--- config.mk ---
export PLATFORM = sky130hd
export DESIGN_NAME = letter_armored_key_feedback_cipher_flat
export DESIGN_NICKNAME = d
export VERILOG_FILES = /design/src/sv/lakfc_pkg.sv /design/src/sv/lakfc_if.sv /design/src/sv/lakfc_codec.sv /design/src/sv/lakfc_key_unit.sv /design/src/sv/letter_armored_key_feedback_cipher.sv /design/src/flat_wrapper.sv
export VERILOG_INCLUDE_DIRS = /design/src /design/src/sv
export SDC_FILE = /design/constraint.sdc
export NUM_CORES = 1
export LEC_CHECK = 0
export ABC_AREA = 1
export CAP_MARGIN = 20
export CELL_PAD_IN_SITES_DETAIL_PLACEMENT = 1
export CELL_PAD_IN_SITES_GLOBAL_PLACEMENT = 1
export CORE_AREA = 5 5 149 151
export CTS_BUF_LIST = sky130_fd_sc_hd__clkbuf_2 sky130_fd_sc_hd__clkbuf_4 sky130_fd_sc_hd__clkbuf_8
export CTS_CLUSTER_DIAMETER = 40
export DETAILED_ROUTE_END_ITERATION = 16
export DIE_AREA = 0 0 154 156
export DONT_BUFFER_PORTS = 1
export GPL_TIMING_DRIVEN = 0
export MAX_ROUTING_LAYER = met4
export PLACE_DENSITY = 0.89
export SYNTH_ARGS = -nofsm -noshare
export SYNTH_HDL_FRONTEND = slang
export SYNTH_HIERARCHICAL = 1
export SYNTH_SLANG_ARGS = --single-unit
--- constraint.sdc ---
create_clock -name clk -period 9.6 [get_ports clk]
set_input_delay 0.96 -clock clk [delete_from_list [all_inputs] [get_ports clk]]
set_output_delay 0.96 -clock clk [all_outputs]
set_load 0.01 [all_outputs]
--- src/sv/assert_macros.svh ---
// ---------------------------------------------------------------------------
// assert_macros.svh
// Shared concurrent assertion macros for the cipher block.
// ---------------------------------------------------------------------------
`ifndef ASSERT_MACROS_SVH
`define ASSERT_MACROS_SVH

// Property must hold at every clock edge outside reset.
`define ASSERT_HOLDS(lbl, clk, rst_n, prop, msg) \
	lbl: assert property (@(posedge clk) disable iff (!rst_n) prop) \
		else $error(msg);

// Expression must never be true outside reset.
`define ASSERT_NEVER(lbl, clk, rst_n, expr, msg) \
	lbl: assert property (@(posedge clk) disable iff (!rst_n) !(expr)) \
		else $error(msg);

`endif

--- src/sv/lakfc_pkg.sv ---
// ---------------------------------------------------------------------------
// lakfc_pkg
// Types and constants of the letter-armored key-feedback cipher.
// ---------------------------------------------------------------------------
package lakfc_pkg;

	// Field widths
	localparam int BYTE_W     = 8;
	localparam int KEY_W      = 16;
	localparam int CFG_IDX_W  = 2;
	localparam int CFG_DATA_W = 16;

	// Register indexes of the configuration port
	localparam logic [CFG_IDX_W-1:0] REG_DIRECTION   = 2'd0;
	localparam logic [CFG_IDX_W-1:0] REG_SEED_KEY    = 2'd1;
	localparam logic [CFG_IDX_W-1:0] REG_LETTER_BASE = 2'd2;

	// Direction codes
	localparam logic DIR_ENCRYPT = 1'b0;
	localparam logic DIR_DECRYPT = 1'b1;

	// Reset values
	localparam logic [KEY_W-1:0]  KEY_RESET  = 16'd8314;
	localparam logic [BYTE_W-1:0] BASE_RESET = 8'd65;

	// Key update: (cipher + key) * 92845 + 72719, kept mod 2^16
	localparam int KEY_MUL = 92845;
	localparam int KEY_ADD = 72719;
	localparam logic [KEY_W-1:0] KEY_MUL_LO = KEY_W'(KEY_MUL % (1 << KEY_W));
	localparam logic [KEY_W-1:0] KEY_ADD_LO = KEY_W'(KEY_ADD % (1 << KEY_W));

	// Base-26 digits; quotient by reciprocal multiply, exact for 0..255
	localparam logic [BYTE_W-1:0] DIGIT_RADIX = 8'd26;
	localparam int RECIP_SHIFT = 12;
	localparam logic [2*BYTE_W-1:0] RECIP_MUL =
		(2*BYTE_W)'(((1 << RECIP_SHIFT) + 26 - 1) / 26);

	// Control from the pipeline to the key register
	typedef struct packed {
		logic advance;
		logic start;
	} key_ctrl_t;

endpackage

--- src/sv/lakfc_if.sv ---
// ---------------------------------------------------------------------------
// lakfc_if
// Valid/ready channels of the cipher: input items, results, register writes.
// ---------------------------------------------------------------------------
interface lakfc_in_if;
	logic       valid;
	logic       ready;
	logic       start_req;
	logic [7:0] data_a;
	logic [7:0] data_b;

	modport source (output valid, output start_req, output data_a, output data_b,
		input ready);
	modport sink (input valid, input start_req, input data_a, input data_b,
		output ready);
endinterface

interface lakfc_out_if;
	logic       valid;
	logic       ready;
	logic [7:0] out_first;
	logic [7:0] out_second;

	modport source (output valid, output out_first, output out_second, input ready);
	modport sink (input valid, input out_first, input out_second, output ready);
endinterface

interface lakfc_cfg_if;
	logic        valid;
	logic        ready;
	logic [1:0]  index;
	logic [15:0] data;

	modport source (output valid, output index, output data, input ready);
	modport sink (input valid, input index, input data, output ready);
endinterface

--- src/sv/lakfc_codec.sv ---
// ---------------------------------------------------------------------------
// lakfc_codec
// Masks a byte and splits it into two letters, or folds a letter pair back
// into a cipher byte and unmasks it.
// ---------------------------------------------------------------------------
module lakfc_codec (
	input  logic                        direction,
	input  logic [lakfc_pkg::BYTE_W-1:0] letter_base,
	input  logic [lakfc_pkg::BYTE_W-1:0] mask,
	input  logic [lakfc_pkg::BYTE_W-1:0] data_a,
	input  logic [lakfc_pkg::BYTE_W-1:0] data_b,
	output logic [lakfc_pkg::BYTE_W-1:0] cipher,
	output logic [lakfc_pkg::BYTE_W-1:0] out_first,
	output logic [lakfc_pkg::BYTE_W-1:0] out_second
);
	import lakfc_pkg::*;

	logic [BYTE_W-1:0]   enc_cipher;
	logic [2*BYTE_W-1:0] recip_prod;
	logic [2*BYTE_W-1:0] recip_shifted;
	logic [BYTE_W-1:0]   digit_hi;
	logic [BYTE_W-1:0]   digit_lo;
	logic [BYTE_W-1:0]   diff_a;
	logic [BYTE_W-1:0]   diff_b;
	logic [BYTE_W-1:0]   dec_cipher;

	// Encrypt: mask, then quotient and remainder by 26
	always_comb begin
		enc_cipher    = data_a ^ mask;
		recip_prod    = {{BYTE_W{1'b0}}, enc_cipher} * RECIP_MUL;
		recip_shifted = recip_prod >> RECIP_SHIFT;
		digit_hi      = recip_shifted[BYTE_W-1:0];
		digit_lo      = enc_cipher - BYTE_W'(digit_hi * DIGIT_RADIX);
	end

	// Decrypt: fold the letter pair, wrapping mod 256
	always_comb begin
		diff_a     = data_a - letter_base;
		diff_b     = data_b - letter_base;
		dec_cipher = BYTE_W'(diff_a * DIGIT_RADIX) + diff_b;
	end

	// Select by direction
	always_comb begin
		unique case (direction)
			DIR_ENCRYPT: begin
				cipher     = enc_cipher;
				out_first  = letter_base + digit_hi;
				out_second = letter_base + digit_lo;
			end
			default: begin
				cipher     = dec_cipher;
				out_first  = dec_cipher ^ mask;
				out_second = '0;
			end
		endcase
	end

endmodule

--- src/sv/lakfc_key_unit.sv ---
// ---------------------------------------------------------------------------
// lakfc_key_unit
// Running key register with seed reload and ciphertext feedback update.
// ---------------------------------------------------------------------------
`include "assert_macros.svh"

module lakfc_key_unit (
	input  logic                         clk,
	input  logic                         arst_n,
	input  lakfc_pkg::key_ctrl_t         ctrl,
	input  logic [lakfc_pkg::KEY_W-1:0]  seed_key,
	input  logic [lakfc_pkg::BYTE_W-1:0] cipher,
	output logic [lakfc_pkg::BYTE_W-1:0] mask
);
	import lakfc_pkg::*;

	logic [KEY_W-1:0]   key_q;
	logic [KEY_W-1:0]   key_eff;
	logic [KEY_W-1:0]   key_sum;
	logic [2*KEY_W-1:0] key_prod;
	logic [KEY_W-1:0]   key_next;

	// Reload from the seed at the start of a string
	assign key_eff = ctrl.start ? seed_key : key_q;
	assign mask    = key_eff[KEY_W-1:KEY_W-BYTE_W];

	// Next key from the cipher byte, low 16 bits only
	always_comb begin
		key_sum  = key_eff + {{(KEY_W-BYTE_W){1'b0}}, cipher};
		key_prod = {{KEY_W{1'b0}}, key_sum} * {{KEY_W{1'b0}}, KEY_MUL_LO};
		key_next = key_prod[KEY_W-1:0] + KEY_ADD_LO;
	end

	// Advance the key once per transaction that leaves the input stage
	always_ff @(posedge clk or negedge arst_n) begin
		if (!arst_n) begin
			key_q <= KEY_RESET;
		end else if (ctrl.advance) begin
			key_q <= key_next;
		end
	end

	`ASSERT_HOLDS(a_key_holds, clk, arst_n,
		!ctrl.advance |=> $stable(key_q), "key moved without an item")
	`ASSERT_HOLDS(a_key_update, clk, arst_n,
		ctrl.advance |=> key_q == $past(key_next), "key update lost")
	`ASSERT_NEVER(a_start_known, clk, arst_n,
		ctrl.advance && $isunknown(ctrl.start), "start flag unknown on advance")

endmodule

--- src/sv/letter_armored_key_feedback_cipher.sv ---
// ---------------------------------------------------------------------------
// letter_armored_key_feedback_cipher
// Byte stream cipher with a ciphertext-fed 16-bit key and letter armoring.
// ---------------------------------------------------------------------------
//  channel | dir | payload                          | transaction
//  req     | in  | start_req, data_a, data_b        | req.valid && req.ready
//  rsp     | out | out_first, out_second            | rsp.valid && rsp.ready
//  cfg     | in  | index (2b), data (16b)           | cfg.valid && cfg.ready
//
//  One item per cycle while rsp is not stalled; each result passes the input
//  stage and the result register before it is on rsp.
//  The key register's feedback path is combinational: mask, cipher, one
//  16x16 multiply-add. cfg is always ready and writes take effect at once.
//  arst_n clears the pipeline, the key (8314) and the registers.
//  A stalled rsp holds its result while one more item waits in the input stage.
`include "assert_macros.svh"

module letter_armored_key_feedback_cipher (
	input  logic         clk,
	input  logic         arst_n,
	lakfc_in_if.sink     req,
	lakfc_out_if.source  rsp,
	lakfc_cfg_if.sink    cfg
);
	import lakfc_pkg::*;

	// Configuration registers
	logic              direction_q;
	logic [KEY_W-1:0]  seed_key_q;
	logic [BYTE_W-1:0] letter_base_q;

	// Input stage
	logic              valid_s1;
	logic              start_s1;
	logic [BYTE_W-1:0] data_a_s1;
	logic [BYTE_W-1:0] data_b_s1;

	// Result stage
	logic              valid_s2;
	logic [BYTE_W-1:0] first_s2;
	logic [BYTE_W-1:0] second_s2;

	logic              advance;
	key_ctrl_t         key_ctrl;
	logic [BYTE_W-1:0] mask;
	logic [BYTE_W-1:0] cipher;
	logic [BYTE_W-1:0] res_first;
	logic [BYTE_W-1:0] res_second;

	// Write configuration registers
	assign cfg.ready = 1'b1;

	always_ff @(posedge clk or negedge arst_n) begin
		if (!arst_n) begin
			direction_q   <= DIR_ENCRYPT;
			seed_key_q    <= KEY_RESET;
			letter_base_q <= BASE_RESET;
		end else if (cfg.valid) begin
			unique case (cfg.index)
				REG_DIRECTION:   direction_q   <= cfg.data[0];
				REG_SEED_KEY:    seed_key_q    <= cfg.data[KEY_W-1:0];
				REG_LETTER_BASE: letter_base_q <= cfg.data[BYTE_W-1:0];
				default: ;
			endcase
		end
	end

	// Move the input stage forward when the result register is free or drains
	assign advance   = valid_s1 && (!valid_s2 || rsp.ready);
	assign req.ready = !valid_s1 || advance;

	always_ff @(posedge clk or negedge arst_n) begin
		if (!arst_n) begin
			valid_s1 <= 1'b0;
		end else if (req.ready) begin
			valid_s1 <= req.valid;
		end
	end

	always_ff @(posedge clk) begin
		if (req.valid && req.ready) begin
			start_s1  <= req.start_req;
			data_a_s1 <= req.data_a;
			data_b_s1 <= req.data_b;
		end
	end

	// Key register and cipher datapath
	assign key_ctrl.advance = advance;
	assign key_ctrl.start   = start_s1;

	lakfc_key_unit u_key (
		.clk      (clk),
		.arst_n   (arst_n),
		.ctrl     (key_ctrl),
		.seed_key (seed_key_q),
		.cipher   (cipher),
		.mask     (mask)
	);

	lakfc_codec u_codec (
		.direction   (direction_q),
		.letter_base (letter_base_q),
		.mask        (mask),
		.data_a      (data_a_s1),
		.data_b      (data_b_s1),
		.cipher      (cipher),
		.out_first   (res_first),
		.out_second  (res_second)
	);

	// Hold the result until the sink takes it
	always_ff @(posedge clk or negedge arst_n) begin
		if (!arst_n) begin
			valid_s2 <= 1'b0;
		end else if (advance) begin
			valid_s2 <= 1'b1;
		end else if (rsp.ready) begin
			valid_s2 <= 1'b0;
		end
	end

	always_ff @(posedge clk) begin
		if (advance) begin
			first_s2  <= res_first;
			second_s2 <= res_second;
		end
	end

	assign rsp.valid      = valid_s2;
	assign rsp.out_first  = first_s2;
	assign rsp.out_second = second_s2;

	`ASSERT_HOLDS(a_accept_fills, clk, arst_n,
		(req.valid && req.ready) |=> valid_s1, "accepted item not staged")
	`ASSERT_NEVER(a_no_overrun, clk, arst_n,
		valid_s1 && valid_s2 && !rsp.ready && req.ready,
		"input taken while both stages stalled")
	`ASSERT_HOLDS(a_dec_second_zero, clk, arst_n,
		(valid_s2 && (direction_q == DIR_DECRYPT)) |-> (second_s2 == '0),
		"decrypt result has nonzero second field")
	`ASSERT_HOLDS(a_enc_digit_range, clk, arst_n,
		(valid_s2 && (direction_q == DIR_ENCRYPT)) |->
			(BYTE_W'(second_s2 - letter_base_q) < DIGIT_RADIX),
		"encrypt low digit out of range")

endmodule
--- src/flat_wrapper.sv ---
// flat-port wrapper written by rule: the top's interface ports become plain ports
module letter_armored_key_feedback_cipher_flat import lakfc_pkg::*;
  (clk, arst_n, req_valid, req_start_req, req_data_a, req_data_b, req_ready, rsp_valid, rsp_out_first, rsp_out_second, rsp_ready, cfg_valid, cfg_index, cfg_data, cfg_ready);
  lakfc_in_if req_i ();
  lakfc_out_if rsp_i ();
  lakfc_cfg_if cfg_i ();
  input  logic clk;
  input  logic arst_n;
  input wire logic [$bits(req_i.valid)-1:0] req_valid;
  input wire logic [$bits(req_i.start_req)-1:0] req_start_req;
  input wire logic [$bits(req_i.data_a)-1:0] req_data_a;
  input wire logic [$bits(req_i.data_b)-1:0] req_data_b;
  output wire logic [$bits(req_i.ready)-1:0] req_ready;
  output wire logic [$bits(rsp_i.valid)-1:0] rsp_valid;
  output wire logic [$bits(rsp_i.out_first)-1:0] rsp_out_first;
  output wire logic [$bits(rsp_i.out_second)-1:0] rsp_out_second;
  input wire logic [$bits(rsp_i.ready)-1:0] rsp_ready;
  input wire logic [$bits(cfg_i.valid)-1:0] cfg_valid;
  input wire logic [$bits(cfg_i.index)-1:0] cfg_index;
  input wire logic [$bits(cfg_i.data)-1:0] cfg_data;
  output wire logic [$bits(cfg_i.ready)-1:0] cfg_ready;
  assign req_i.valid = req_valid;
  assign req_i.start_req = req_start_req;
  assign req_i.data_a = req_data_a;
  assign req_i.data_b = req_data_b;
  assign req_ready = req_i.ready;
  assign rsp_valid = rsp_i.valid;
  assign rsp_out_first = rsp_i.out_first;
  assign rsp_out_second = rsp_i.out_second;
  assign rsp_i.ready = rsp_ready;
  assign cfg_i.valid = cfg_valid;
  assign cfg_i.index = cfg_index;
  assign cfg_i.data = cfg_data;
  assign cfg_ready = cfg_i.ready;
  letter_armored_key_feedback_cipher u_core (.clk(clk), .arst_n(arst_n), .req(req_i), .rsp(rsp_i), .cfg(cfg_i));
endmodule
After elaboration in Yosys (flattened, before gate mapping) --
Cells that the tools add are included.
Word-level totals: word-level logic and storage cells 43, register bits after elaboration 76, bits of input ports 40, output and inout bits 19
Cells by class: bitwise logic cells 2, add/sub/neg operators 8, muxes and demuxes 5, equal/unequal tests 2, reduce and logical (&&, ||, !) cells 11, multiply operators 4
Operators with widths (count):
- subtractor 8 bit | 3
- adder 16 x 13 -> 16 bit, second input constant | 1
- adder 16 x 8 -> 16 bit | 1
- adder 8 bit | 2
- multiplier 16 x 15 -> 16 bit, second input constant | 1
- two-way mux 16 bit | 1
- two-way mux 8 bit | 2
- XOR 8 bit | 2
- multiplier 8 x 7 -> 15 bit, second input constant | 1
- adder 8 x 4 -> 8 bit | 1
- multiplier 8 x 4 -> 7 bit, second input constant | 1
- multiplier 4 x 4 -> 7 bit, second input constant | 1
- AND reduction 2 bit | 3
- == test 2 x 1 -> 1 bit, second input constant | 1
- == test 2 bit, second input constant | 1
- logical AND 1 bit | 2
- logical NOT 1 bit | 2
- logical NOT 2 bit | 1
- logical OR 1 bit | 2
- two-way mux 1 bit | 2
- nonzero test 2 bit | 1

Logic depth before layout (Yosys ltp) --
depth in word-level cells 7, gate-level depth with buffers 55, depth with buffers taken out 55

Hierarchy --
The synthesis kept the hierarchy.
Modules (own cells, without submodules):
- lakfc_key_unit | area an instance 3862.5 um^2, times used 1, cells an instance 483, seq. area each 407.9 um^2
- lakfc_codec | area an instance 3284.4 um^2, times used 1, cells an instance 465, seq. area each 0.0 um^2
- letter_armored_key_feedback_cipher | area an instance 2179.6 um^2, times used 1, cells an instance 160, seq. area each 1676.6 um^2

Worst setup path before layout --
Ideal clock, no wire load.
path type reg-to-reg, from reg u_core.letter_base_q[0], to reg u_core.u_key.key_q[15], setup time 0.117 ns, cell stages (with the launch flop) 50, path slack 0.073 ns, required time 9.483 ns, arrival time 9.409 ns, clock period less this slack 9.527 ns, path buffers 0, cells stage by stage dfstp_2 -> ha_1 -> inv_1 -> fa_1 -> xor2_1 -> ha_1 -> fa_1 -> fa_1 -> xor2_1 -> fa_1 -> ha_1 -> nand2_1 -> inv_1 -> nand2_1 -> nand2_1 -> nor2_1 -> nand2_1 -> nand2_1 -> (+14 left out) -> ha_1 -> inv_1 -> fa_1 -> inv_1 -> fa_1 -> fa_1 -> inv_1 -> fa_1 -> inv_1 -> ha_1 -> nand2_1 -> nor2_1 -> a211oi_1 -> nand3_1 -> a21oi_1 -> nand3_2 -> nand3_1 -> nand2_1
Between the ends: word-level cells in the longest chain between the ends 7, elaborated cells between the ends (all ways) 8, those cells by class add/sub: 5; mul: 2; mux: 1
Ends and longest elaborated chain:
- start: declaration | RTL line letter_armored_key_feedback_cipher.sv:30 | logic [BYTE_W-1:0] letter_base_q;
- start signal: assignment | RTL line letter_armored_key_feedback_cipher.sv:62 | REG_LETTER_BASE: letter_base_q <= cfg.data[BYTE_W-1:0];
- subtractor 8 bit | RTL line lakfc_codec.sv:38 | diff_a = data_a - letter_base;
- multiplier 8 x 4 -> 7 bit | RTL line lakfc_codec.sv:40 | dec_cipher = BYTE_W'(diff_a * DIGIT_RADIX) + diff_b;
- adder 8 bit * | RTL line lakfc_codec.sv:40
- two-way mux 8 bit * | RTL line lakfc_codec.sv:45 | unique case (direction)
- net u_core.cipher[7] | RTL line letter_armored_key_feedback_cipher.sv:46 | logic [BYTE_W-1:0] cipher;
- adder 16 x 8 -> 16 bit * | RTL line lakfc_key_unit.sv:29 | key_sum = key_eff + {{(KEY_W-BYTE_W){1'b0}}, cipher};
- multiplier 16 x 15 -> 16 bit * | RTL line lakfc_key_unit.sv:30 | key_prod = {{KEY_W{1'b0}}, key_sum} * {{KEY_W{1'b0}}, KEY_MUL_LO};
- adder 16 x 13 -> 16 bit * | RTL line lakfc_key_unit.sv:31 | key_next = key_prod[KEY_W-1:0] + KEY_ADD_LO;
- end signal: assignment | RTL line lakfc_key_unit.sv:39 | key_q <= key_next;
- end: declaration | RTL line lakfc_key_unit.sv:17 | logic [KEY_W-1:0] key_q;
Mark *: on every way through the listed nets, which the timed path passes. The rest lies on a longest branch. A chain may end at the register's enable or synchronous reset.

Worst setup path after layout --
Ends and elaborated chain as after synthesis.

==> impl_metrics.yaml <==
run_status:
  status: "finished with violations"
  violations: "negative setup slack"
logic_synthesis:
  yosys_warnings: 6
  netlist_top_cells_count: "nand2_1, inv_1, ha_1"
  yosys.area_share.simple_pct: 18.45
  yosysMostFrequentCell: "nand2_1"
  synth_top_family_by_area: "adder cells"
  ys_seq_elements: 76
  synthMuxAreaShare_pct: 0.4830
  yosys-top-cells-area: "ha_1, fa_1, edfxtp_1"
  yosys.area_share.adder_pct: 34.08
  yosysSeqAreaShare_pct: 22.35
  netlist_area_sq_mm: 0.009326
  synth_top_area_share_pct: 20.12
  synth_top_area_cell: "ha_1"
  avgSynthCellArea_sq_um: 8.417
  synth-edff-count: 33
  syn_nets: 1363
  synth_compound_area_share_pct: 7.862
  synth_xor_area_share_pct: 6.788
  synth_flop_cell: "edfxtp_1"
  synth_cell_types: 54
  syn_inst: 1108
  async_flop_share_pct: 56.58
floorplan:
  die_area_sq_mm: 0.02402
  io_pins: 59
  start_util_pct: 45.08
  die_y_microns: 156
  core-area_sq_mm: 0.02069
  die_w_microns: 154
  rows: 53
worst_setup_path:
  cp_common_cell: "nand2_1"
  reg2reg_slack_ns: -0.92
  cp.required_ns: 9.93
  crit_fanout: 5
  reg2regPathDepth: 44
  arrival_ns: 10.84
  timing.rr.end: "u_core/u_key/key_q[15]"
  crit_slowest_cell: "dfstp_2"
  cp-start-kind: "flop"
  timing.rr.start: "u_core/letter_base_q[0]"
  critical_path_class: "flop to flop"
  cp_slowest_stage_delay_ns: 0.62
  cp-end-kind: "flop"
timing:
  worst_slack_ns: -0.9169
  worstMarginPinSlew_ns: 1.307
  drv_slew: 0
  hold_violations: 0
  period_needed_ns: 10.52
  fin_skew_ns: 0.02391
  setup_violations: 8
  finalCritPeriodShare_pct: 109.6
  fmax_mhz: 95.09
  rsz0062_at_grt: "true"
  slew_headroom_pct: 12.59
min_path:
  hold_path.class: "input port to async pin"
routing:
  drt-initial-drc-count: 673
  ant_nets: 0
  remaining_drc_errors: 0
  vias: 8852
  dr.pass1.iters: 5
  wire_per_inst_microns: 25.22
  vias_per_cell: 6.126
  wirelength_microns: 36440
clock_network:
  cts_root_buffer: "clkbuf_8"
  clock_latency_ns: 0.39
  h-tree-depth: 3
  cts.sinks: 76
  clkTransAtPathRegs_ns: 0.11
  cts_buffer_depth: 2
  cts_buffers: 9
  cts_tree: "yes"
place:
  port_buffers: 0
  gp_congestion: 0.8701
  place_ws_ns: -1.413
  hpwlAfterDp_microns: 22680
grt:
  grt_first_pass_wirelength_microns: 50180
  met2_usage_pct: 47.30
  use_met3_pct: 5.687
  grt_max_degree: 44
  busiest_layer: "met2"
  grt-ovfl-total: 0
  grt_use_met1_pct: 29.11
  grt_pass1_vias: 9491
  antenna_found_initial: 2
  grt_use_total_pct: 27.55
final_layout:
  nets: 1418
  syn2layout_area_growth_pct: 17.47
  layout-drive-gt1-share_pct: 20.29
  fillerInstances: 2469
flow_run:
  drv_cap: 0
==> metrics by stage <==
step	utilization, %	hold WS (ns)	setup TNS [ns]	instances	area [sq um]
floorplan	-	0.4364	0	1108	9326
detailed placement	46.79	0.4645	-5.830	1383	9682
global placement	46.74	0.4528	-3.802	1383	9671
CTS	50.90	0.2374	-0.1917	1429	10530
global route	52.95	0.2258	-5.701	1445	10960
finish	52.95	0.2470	-4.791	1445	10960
==> cells in the final DEF (no fill, tap or decap), types with 14 or more instances in the layout <==
| master | instances |
|---|---|
| nand2_1 | 228 |
| a21oi_1 | 34 |
| ha_1 | 124 |
| inv_1 | 187 |
| inv_2 | 24 |
| fa_1 | 58 |
| nor2_1 | 34 |
| nand4_1 | 31 |
| buf_4 | 43 |
| xor2_1 | 39 |
| edfxtp_1 | 33 |
| dfstp_2 | 14 |
| dfrtp_1 | 26 |
| nand2_2 | 18 |
| ha_4 | 23 |
| xnor2_1 | 14 |
| nand3_1 | 40 |
| o21ai_0 | 38 |
==> cell families (layout without fill, tap and decap cells) <==
logic type,after synthesis,count (layout)
and+or+nand+nor,386,386
buffers and inverters,233,293
DFF,76,76
xor gates and xnor gates,66,66
other,1,3
adders and majority gates,215,215
AOI/OAI and AO/OA,127,127
muxes,4,4
==> worst max path at each step <==
stage | start | to | slack, ns | cells after the start
3_5_place_dp | u_core/letter_base_q[1] | u_core/u_key/key_q[15] | -1.41 | 48
3_3_place_gp | u_core/letter_base_q[0] | u_core/u_key/key_q[15] | -1.06 | 49
5_1_grt | u_core/letter_base_q[0] | u_core/u_key/key_q[15] | -1.05 | 44
4_1_cts | u_core/letter_base_q[0] | u_core/u_key/key_q[15] | -0.19 | 51
6_report | u_core/letter_base_q[0] | u_core/u_key/key_q[15] | -0.92 | 44
2_1_floorplan | u_core/letter_base_q[0] | u_core/u_key/key_q[15] | 0.07 | 49
==> routing by layer <==
| metal | vias to the layer above | wire length [microns] |
|---|---|---|
| met5 | - | 0 |
| met2 | 569 | 17550 |
| met1 | 4350 | 13260 |
| li1 | 3672 | - |
| met3 | 261 | 2538 |
| met4 | 0 | 3099 |
==> registers in the layout, indices dropped and copies added, names as in the netlist <==
name	cells
u_core/data_a_s1	8
u_core/seed_key_q	16
u_core/rsp.out_second	8
u_core/direction_q	1
u_core/letter_base_q	8
u_core/rsp.out_first	8
u_core/u_key/key_q	16
u_core/data_b_s1	8
u_core/rsp.valid	1
u_core/start_s1	1
u_core/valid_s1	1
==> timing repair <==
| action | 4_1_cts | 5_1_grt |
|---|---|---|
| hold buffers | 0 | 0 |
| buffers inserted | 30 | 13 |
| pin swaps | 58 | 36 |
| gates resized for setup | 82 | 56 |
| setup endpoints to repair | 8 | 7 |
| hold endpoints to repair | 0 | 0 |
==> critical path, delay by kind of cell (launching register included) <==
family	cells	cell delay, ns
XOR/XNOR	2	0.45
buffers and inverters	10	0.93
adder cells (fa/ha/maj)	13	5.21
flip-flops	1	0.62
AO/OA/AOI/OAI	7	1.84
AND/OR/NAND/NOR	12	1.41
==> cell type report <==
type | instances | area, sq um | share of cell area [%]
Antenna cell | 2 | 5.005 | 0.04568
Tap cell | 275 | 344.1 | 3.141
Timing Repair Buffer | 44 | 370.4 | 3.381
Clock buffer | 9 | 123.9 | 1.131
Sequential cell | 76 | 2088 | 19.06
Inverter | 215 | 814.5 | 7.435
Clock inverter | 7 | 81.33 | 0.7423
Buffer | 18 | 121.4 | 1.108
Multi-Input combinational cell | 799 | 7007 | 63.96
Power is not shown: default switching activity piles up to over one toggle a cycle in this logic, so the estimate is an artifact.
